File: src/rtl/core/ntrp_pkg.sv
// Shared types and constants for the target reply parser.
// Used by ntrp_frame, nfc_target_reply_parser_top and ntrp_checker; no dependencies.
`timescale 1ns / 1ps
`default_nettype none

package ntrp_pkg;

   // Frame bytes
   localparam logic [7:0] START_LO   = 8'h00;
   localparam logic [7:0] START_HI   = 8'hFF;
   localparam logic [7:0] FRAME_TFI  = 8'hD5;
   localparam logic [7:0] LIST_CMD   = 8'h4A;
   localparam logic [7:0] LIST_REPLY = LIST_CMD + 8'h01;

   // Byte offsets from the FF of the start pair
   localparam int OFS_LEN     = 1;
   localparam int OFS_LCS     = 2;
   localparam int OFS_TFI     = 3;
   localparam int OFS_CODE    = 4;
   localparam int OFS_NTG     = 5;
   localparam int OFS_UID_LEN = 10;
   localparam int OFS_UID     = 11;
   localparam int HDR_SPAN    = 4;   // LEN, LCS, TFI received
   localparam int LEN_BASE    = 3;   // frame end = start + 3 + LEN
   localparam int MIN_LEN     = 3;   // TFI, code, target count

   localparam int UID_FIELD_BYTES = 10;

   // Result word layout, lowest bit first
   localparam int RSP_STATUS_LSB = 0;
   localparam int RSP_ULEN_LSB   = 2;
   localparam int RSP_UIDLO_LSB  = 6;
   localparam int RSP_UIDHI_LSB  = 70;
   localparam int RSP_BITS       = 88;

   typedef enum logic [1:0] {
      ST_FOUND     = 2'd0,
      ST_NO_CARD   = 2'd1,
      ST_PROTO_ERR = 2'd2
   } status_type;

   typedef struct packed {
      logic       go;
      logic       last;
      logic [7:0] data;
   } step_type;

   typedef struct packed {
      status_type  status;
      logic [3:0]  uid_length;
      logic [63:0] uid_low;
      logic [15:0] uid_high;
   } result_type;

endpackage

`default_nettype wire

File: src/rtl/core/nfc_target_reply_parser_top.sv
// Target reply parser: parses one list-passive-target reply per frame.
// req channel: one reply byte per transaction, tlast on the final byte of the window.
// rsp channel: one verdict per frame, sent after the tlast byte.
// The tlast byte passes the input register, then the parse logic into the result
// register, which holds the verdict.
// Throughput: one byte per cycle from the single-pass parse stage, unless stalled.
// The result register decouples the sides: bytes keep flowing while a verdict
// waits; only a tlast byte waits in the input register while the previous
// verdict is stalled on rsp_tready.
// Bytes past WINDOW_BYTES of a frame are accepted and ignored, but tlast there
// still closes the frame. The data checksum is not checked.
// Reset (synchronous) clears both stages and the frame state; req_tready is
// high in the first cycle after reset.
// Depends on ntrp_pkg and ntrp_frame.
`timescale 1ns / 1ps
`default_nettype none

module nfc_target_reply_parser_top #(
   parameter int WINDOW_BYTES  = 31,
   parameter int UID_MAX_BYTES = 10
) (
   input  wire         clock,
   input  wire         reset,
   input  wire         req_tvalid,
   output logic        req_tready,
   input  wire  [7:0]  req_tdata,   // [7:0] frame_byte
   input  wire         req_tlast,   // last_byte
   output logic        rsp_tvalid,
   input  wire         rsp_tready,
   output logic [87:0] rsp_tdata    // [1:0] status, [5:2] uid_length,
                                    // [69:6] uid_low, [85:70] uid_high, [87:86] zero
);

   logic       in_valid_ff, in_valid_in;
   logic [7:0] in_data_ff;
   logic       in_last_ff;
   logic       in_go;
   logic       req_take;
   logic       rsp_valid_ff, rsp_valid_in;
   ntrp_pkg::result_type rsp_ff;
   ntrp_pkg::step_type   step;
   ntrp_pkg::result_type result;

   assign in_go      = in_valid_ff && (!in_last_ff || !rsp_valid_ff || rsp_tready);
   assign req_tready = !in_valid_ff || in_go;
   assign req_take   = req_tvalid && req_tready;

   always_comb begin
      in_valid_in = in_valid_ff;
      if (req_take)   in_valid_in = 1'b1;
      else if (in_go) in_valid_in = 1'b0;
   end

   always_comb begin
      rsp_valid_in = rsp_valid_ff;
      if (in_go && in_last_ff) rsp_valid_in = 1'b1;
      else if (rsp_tready)     rsp_valid_in = 1'b0;
   end

   always_ff @(posedge clock) begin
      if (reset) begin
         in_valid_ff  <= 1'b0;
         rsp_valid_ff <= 1'b0;
      end else begin
         in_valid_ff  <= in_valid_in;
         rsp_valid_ff <= rsp_valid_in;
      end
   end

   always_ff @(posedge clock) begin
      if (req_take) begin
         in_data_ff <= req_tdata;
         in_last_ff <= req_tlast;
      end
      if (in_go && in_last_ff) rsp_ff <= result;
   end

   assign step.go   = in_go;
   assign step.last = in_last_ff;
   assign step.data = in_data_ff;

   ntrp_frame #(
      .WINDOW_BYTES  (WINDOW_BYTES),
      .UID_MAX_BYTES (UID_MAX_BYTES)
   ) u_frame (
      .clock  (clock),
      .reset  (reset),
      .step   (step),
      .result (result)
   );

   assign rsp_tvalid = rsp_valid_ff;
   assign rsp_tdata  = {2'b00, rsp_ff.uid_high, rsp_ff.uid_low,
                        rsp_ff.uid_length, rsp_ff.status};

endmodule

`default_nettype wire

File: src/rtl/core/ntrp_frame.sv
// Per-frame parse state and final verdict for the target reply parser.
// Depends on ntrp_pkg.
`timescale 1ns / 1ps
`default_nettype none

module ntrp_frame #(
   parameter int WINDOW_BYTES  = 31,
   parameter int UID_MAX_BYTES = 10
) (
   input  wire                 clock,
   input  wire                 reset,
   input  ntrp_pkg::step_type  step,
   output ntrp_pkg::result_type result
);

   localparam int CW = $clog2(WINDOW_BYTES + 1);
   localparam int SW = CW + 9;

   logic [CW-1:0] count_ff, count_in;
   logic [7:0]    prev_ff, prev_in;
   logic          start_ff, start_in;
   logic [CW-1:0] sidx_ff, sidx_in;
   logic [7:0]    len_ff, len_in;
   logic [7:0]    lcs_ff, lcs_in;
   logic [7:0]    tfi_ff, tfi_in;
   logic [7:0]    code_ff, code_in;
   logic [7:0]    ntg_ff, ntg_in;
   logic [7:0]    ulen_ff, ulen_in;
   logic [7:0]    uid_ff [UID_MAX_BYTES];
   logic [UID_MAX_BYTES-1:0] uid_wr;

   logic          in_window;
   logic [SW-1:0] byte_ofs;
   logic [SW-1:0] span_l, span_s;
   logic [7:0]    len_sum;
   ntrp_pkg::status_type status;
   logic [3:0]    uid_len;
   logic [8*ntrp_pkg::UID_FIELD_BYTES-1:0] uid_flat;

   assign in_window = count_ff < CW'(WINDOW_BYTES);
   assign byte_ofs  = SW'(count_ff) - SW'(sidx_ff);

   always_comb begin
      count_in = count_ff;
      prev_in  = prev_ff;
      start_in = start_ff;
      sidx_in  = sidx_ff;
      len_in   = len_ff;
      lcs_in   = lcs_ff;
      tfi_in   = tfi_ff;
      code_in  = code_ff;
      ntg_in   = ntg_ff;
      ulen_in  = ulen_ff;
      uid_wr   = '0;
      if (step.go && in_window) begin
         count_in = count_ff + 1'b1;
         prev_in  = step.data;
         if (!start_ff) begin
            if (count_ff != '0 && prev_ff == ntrp_pkg::START_LO &&
                step.data == ntrp_pkg::START_HI) begin
               start_in = 1'b1;
               sidx_in  = count_ff;
            end
         end else if (count_ff > sidx_ff) begin
            if (byte_ofs == SW'(ntrp_pkg::OFS_LEN))     len_in  = step.data;
            if (byte_ofs == SW'(ntrp_pkg::OFS_LCS))     lcs_in  = step.data;
            if (byte_ofs == SW'(ntrp_pkg::OFS_TFI))     tfi_in  = step.data;
            if (byte_ofs == SW'(ntrp_pkg::OFS_CODE))    code_in = step.data;
            if (byte_ofs == SW'(ntrp_pkg::OFS_NTG))     ntg_in  = step.data;
            if (byte_ofs == SW'(ntrp_pkg::OFS_UID_LEN)) ulen_in = step.data;
            for (int k = 0; k < UID_MAX_BYTES; k++) begin
               if (byte_ofs == SW'(ntrp_pkg::OFS_UID + k)) uid_wr[k] = 1'b1;
            end
         end
      end
   end

   always_ff @(posedge clock) begin
      if (reset || (step.go && step.last)) begin
         count_ff <= '0;
         prev_ff  <= '0;
         start_ff <= 1'b0;
         sidx_ff  <= '0;
         len_ff   <= '0;
         lcs_ff   <= '0;
         tfi_ff   <= '0;
         code_ff  <= '0;
         ntg_ff   <= '0;
         ulen_ff  <= '0;
      end else begin
         count_ff <= count_in;
         prev_ff  <= prev_in;
         start_ff <= start_in;
         sidx_ff  <= sidx_in;
         len_ff   <= len_in;
         lcs_ff   <= lcs_in;
         tfi_ff   <= tfi_in;
         code_ff  <= code_in;
         ntg_ff   <= ntg_in;
         ulen_ff  <= ulen_in;
      end
   end

   // UID bytes are only read back once all of them were received this frame
   always_ff @(posedge clock) begin
      for (int k = 0; k < UID_MAX_BYTES; k++) begin
         if (uid_wr[k]) uid_ff[k] <= step.data;
      end
   end

   // Verdict on the state as it stands after the current byte
   assign span_l  = SW'(count_in);
   assign span_s  = SW'(sidx_in);
   assign len_sum = len_in + lcs_in;

   always_comb begin
      status  = ntrp_pkg::ST_PROTO_ERR;
      uid_len = '0;
      if (!start_in) begin
         status = ntrp_pkg::ST_PROTO_ERR;
      end else if (span_s + SW'(ntrp_pkg::HDR_SPAN) > span_l) begin
         status = ntrp_pkg::ST_PROTO_ERR;
      end else if (len_sum != 8'h00) begin
         status = ntrp_pkg::ST_PROTO_ERR;
      end else if (len_in == 8'h00 || tfi_in != ntrp_pkg::FRAME_TFI) begin
         status = ntrp_pkg::ST_PROTO_ERR;
      end else if (span_s + SW'(ntrp_pkg::LEN_BASE) + SW'(len_in) > span_l) begin
         status = ntrp_pkg::ST_PROTO_ERR;
      end else if (len_in < 8'(ntrp_pkg::MIN_LEN) || code_in != ntrp_pkg::LIST_REPLY) begin
         status = ntrp_pkg::ST_PROTO_ERR;
      end else if (ntg_in == 8'h00) begin
         status = ntrp_pkg::ST_NO_CARD;
      end else if (span_s + SW'(ntrp_pkg::OFS_UID) > span_l) begin
         status = ntrp_pkg::ST_PROTO_ERR;
      end else if (ulen_in == 8'h00 || ulen_in > 8'(UID_MAX_BYTES) ||
                   span_s + SW'(ntrp_pkg::OFS_UID) + SW'(ulen_in) > span_l) begin
         status = ntrp_pkg::ST_PROTO_ERR;
      end else begin
         status  = ntrp_pkg::ST_FOUND;
         uid_len = ulen_in[3:0];
      end
   end

   // uid_len is zero unless found, so this also blanks the UID on errors
   for (genvar k = 0; k < ntrp_pkg::UID_FIELD_BYTES; k++) begin : g_uid
      if (k < UID_MAX_BYTES) begin : g_used
         assign uid_flat[8*k +: 8] = (4'(k) < uid_len) ?
                                     (uid_wr[k] ? step.data : uid_ff[k]) : 8'h00;
      end else begin : g_unused
         assign uid_flat[8*k +: 8] = 8'h00;
      end
   end

   assign result.status     = status;
   assign result.uid_length = uid_len;
   assign result.uid_low    = uid_flat[63:0];
   assign result.uid_high   = uid_flat[79:64];

endmodule

`default_nettype wire

File: config.mk
export PLATFORM = sky130hd
export DESIGN_NAME = nfc_target_reply_parser_top
export DESIGN_NICKNAME = d
export VERILOG_FILES = /design/src/rtl/core/ntrp_pkg.sv /design/src/rtl/core/nfc_target_reply_parser_top.sv /design/src/rtl/core/ntrp_frame.sv
export SDC_FILE = /design/constraint.sdc
export NUM_CORES = 1
export LEC_CHECK = 0
export ABC_AREA = 1
export BUFFER_PORTS_ARGS = -buffer_cell sky130_fd_sc_hd__buf_2
export CAP_MARGIN = 20
export CORE_MARGIN = 1
export CORE_UTILIZATION = 41
export CTS_CLUSTER_DIAMETER = 120
export DETAILED_ROUTE_END_ITERATION = 10
export GPL_ROUTABILITY_DRIVEN = 0
export HOLD_SLACK_MARGIN = 0.05
export PLACE_DENSITY_LB_ADDON = 0.2
export SETUP_SLACK_MARGIN = 0.2
export SYNTH_ARGS = -nofsm -noshare
export SYNTH_HDL_FRONTEND = slang
export SYNTH_SLANG_ARGS = --single-unit
File: constraint.sdc
create_clock -name clock -period 4.9 [get_ports clock]
set_input_delay 0.245 -clock clock [delete_from_list [all_inputs] [get_ports clock]]
set_output_delay 0.245 -clock clock [all_outputs]
set_load 0.05 [all_outputs]
==> flow_metrics.env <==
export IMPL_vias_per_cell=4.63
export IMPL_max_freq_mhz=195
export IMPL_peakVddDrop_mv=0.205
export IMPL_grt_antenna_before_repair=0
export IMPL_yosysWarnings=0
export IMPL_drt_iter0_drc=755
export IMPL_synth_top_area_share_pct=25.9
export IMPL_rows=60
export IMPL_grt_pass1_vias=8929
export IMPL_place_area_um2=13000
export IMPL_violations="setup timing"
export IMPL_synth_seq_cells=244
export IMPL_routedWlPerCell_um=14.1
export IMPL_rr_worst_depth=31
export IMPL_fin_area_um2=15200
export IMPL_hp_class="in2reg"
export IMPL_area_growth_synth_to_final_pct=31.7
export IMPL_synthCells=1410
export IMPL_critical_path_max_stage_delay_ns=0.54
export IMPL_grt_setup_unrepaired="true"
export IMPL_die_area_um2=28800
export IMPL_track_usage_pct=20.0
export IMPL_post_route_drc_count=0
export IMPL_routed_wirelength_um=29000
export IMPL_core_area_um2=27300
export IMPL_reg2reg_slack_ns=-0.24
export IMPL_power_uw=4340
export IMPL_grt_max_degree=61
export IMPL_path_clk_slew_ns=0.06
export IMPL_ys_types=40
export IMPL_cts_tree="done"
export IMPL_pin_count=103
export IMPL_cap_violations=0
export IMPL_critPathMaxFanout=8
export IMPL_cts_buffer_depth=3
export IMPL_crit_type="reg2reg"
export IMPL_worst_slew_pin_slew_ns=1.02
export IMPL_vias=9543
export IMPL_status="finished with violations"
export IMPL_syn_avg_cell_area_um2=8.17
export IMPL_hold_viol=0
export IMPL_finalSetupViolations=81
export IMPL_root_buffer="clkbuf_16"
export IMPL_pre_cts_ws_ns=-0.425
export IMPL_dr_pass1_iters=5
export IMPL_cp_start_kind="register"
export IMPL_final_core_util_pct=55.6
export IMPL_ant_nets=0
export IMPL_r2r_end="rsp_tdata[52]$_SDFFCE_PP0P_"
export IMPL_hold_path_endpoint="in_last_ff$_DFFE_PP_"
export IMPL_min_period_ns=5.14
export IMPL_yosysSeqAreaShare_pct=50.7
export IMPL_synth_ff_type="dfxtp_1"
export IMPL_post_route_period_util_pct=105
export IMPL_relSlewSlack_pct=32.1
export IMPL_worst_ep_required_time_ns=5.17
export IMPL_clock_sinks=244
export IMPL_grt_pass1_wl_um=45300
export IMPL_nets=1734
export IMPL_holdWs_ns=0.253
export IMPL_hp_start="req_tvalid"
export IMPL_synth_edf_count=95
export IMPL_cp_end_kind="register"
export IMPL_p_leak_uw=0.00733
export IMPL_clk_latency_ns=0.52
export IMPL_synth_async_reset_ratio_pct=0
export IMPL_syn_cell_area_um2=11500
export IMPL_grt_overflow=0
export IMPL_dpl_hpwl_um=19300
export IMPL_yosysTopAreaCell="dfxtp_1"
export IMPL_r2r_start="u_frame.count_ff[0]$_SDFF_PP0_"
export IMPL_cts_made_buffers=26
export IMPL_worstPathArrival_ns=5.41
export IMPL_synthTopCellsByCount="nand2_1 (293), inv_1 (261), nor2_1 (184)"
export IMPL_die_x_um=170
export IMPL_slew_viol_final=0
export IMPL_htree_levels=1
export IMPL_synth_most_common_cell="nand2_1"
export IMPL_synth_area_leaders="dfxtp_1 (26%), edfxtp_1 (25%), nand2_1 (9.6%)"
export IMPL_setup_slack_ns=-0.239
export IMPL_die_height_um=170
export IMPL_port_buffers=100
export IMPL_crit_slowest_cell="fa_2"
export IMPL_start_util_pct=42.2
export IMPL_diodes=0
export IMPL_finClkSkew_ns=0.0139
export IMPL_drive_above_1_share_pct=26.9
export IMPL_whs_path_depth=3
export IMPL_pwr_density_cell_nw_per_um2=286
==> what timing repair did <==
item / CTS / global route
setup endpoints to repair: 86 / 87
resized for setup: 37 / 135
pin swaps: 21 / 36
hold buffers: 12 / 0
hold endpoints to repair: 11 / 0
setup buffers: 54 / 15
==> metal layers <==
metal	track usage [%]	vias up	share of wire, %
met3	2.50	52	4.3
met2	33.9	203	47
met4	7.01	0	3.2
met5	0	-	0
met1	26.1	4351	46
li1	-	4937	-
==> registers in the layout (all words and copies together), names as in the netlist <==
register	cells
in_data_ff	8
in_last_ff	1
in_valid_ff	1
rsp_tdata	86
rsp_tvalid	1
u_frame.code_ff	8
u_frame.count_ff	5
u_frame.lcs_ff	8
u_frame.len_ff	8
u_frame.ntg_ff	8
u_frame.prev_ff	8
u_frame.sidx_ff	5
u_frame.start_ff	1
u_frame.tfi_ff	8
u_frame.uid_ff	80
u_frame.ulen_ff	8
==> cells by family after synthesis <==
| kind of cell | share of synthesized area (%) |
|---|---|
| compound gates | 8.40 |
| xor+xnor | 0.913 |
| fa+ha+maj | 5.91 |
| buf+inv | 10.5 |
| flops | 50.7 |
| other cells | 0.0326 |
| simple gates | 23.5 |
==> report_power, final <==
group	internal, µW	switching (µW)	total [µW]	leakage [µW]
Sequential	2120	7.09	2130	0.00226
Clock	1180	799	1970	0.000431
Combinational	82.9	158	240	0.00464
Total	3380	964	4340	0.00733
==> how the worst max path moves through the flow <==
stage	slack [ns]	from	to
final	-0.24	u_frame.count_ff[0]$_SDFF_PP0_	rsp_tdata[52]$_SDFFCE_PP0P_
after global placement	-0.40	u_frame.count_ff[0]$_SDFF_PP0_	rsp_tdata[52]$_SDFFCE_PP0P_
after detailed placement	-0.43	u_frame.count_ff[0]$_SDFF_PP0_	rsp_tdata[47]$_SDFFCE_PP0P_
after CTS	-0.09	u_frame.count_ff[0]$_SDFF_PP0_	rsp_tdata[52]$_SDFFCE_PP0P_
after global routing	-0.54	u_frame.count_ff[0]$_SDFF_PP0_	rsp_tdata[34]$_SDFFCE_PP0P_
after floorplan	0.20	u_frame.count_ff[0]$_SDFF_PP0_	rsp_tdata[45]$_SDFFCE_PP0P_
==> per-stage QoR <==
step | std cells | setup TNS, ns
final | 2061 | -10.84
after global routing | 2061 | -37.61
after CTS | 2046 | -2.59
after detailed placement | 1932 | -26.67
after global placement | 1932 | -26.96
after floorplan | 1411 | 0
==> area by class of cell <==
class                           count  area (µm²)
Sequential cell                   244        5840
Tap cell                          372         465
Clock buffer                       34         742
Multi-Input combinational cell    857        4990
Clock inverter                     14         135
Fill cell                        2373       12100
Inverter                          274        1050
Timing Repair Buffer              266        1940
==> critical path, delay by kind of cell (launching register included) <==
kind	cells	cell delay, ns
flip-flops	1	0.33
XOR/XNOR	1	0.16
AND/OR/NAND/NOR	15	1.81
adder cells (fa/ha/maj)	5	1.49
AO/OA/AOI/OAI	4	0.61
buffers and inverters	6	0.46
==> cells in the final DEF, fill, tap and decap left out, drive strengths merged, types with 7 or more instances in the layout <==
cell type / netlist / final
nand4: 18 / 18
a211oi: 14 / 14
ha: 48 / 48
inv: 270 / 270
or2: 7 / 7
dlygate4sd3: 0 / 12
nand2: 312 / 312
nor2: 205 / 205
dfxtp: 149 / 149
xor2: 8 / 8
buf: 12 / 254
clkbuf: 24 / 34
clkinv: 4 / 14
edfxtp: 95 / 95
nand3: 65 / 65
o21ai: 116 / 116
a21oi: 42 / 42
No activity file was read; power rests on OpenSTA's default activity.
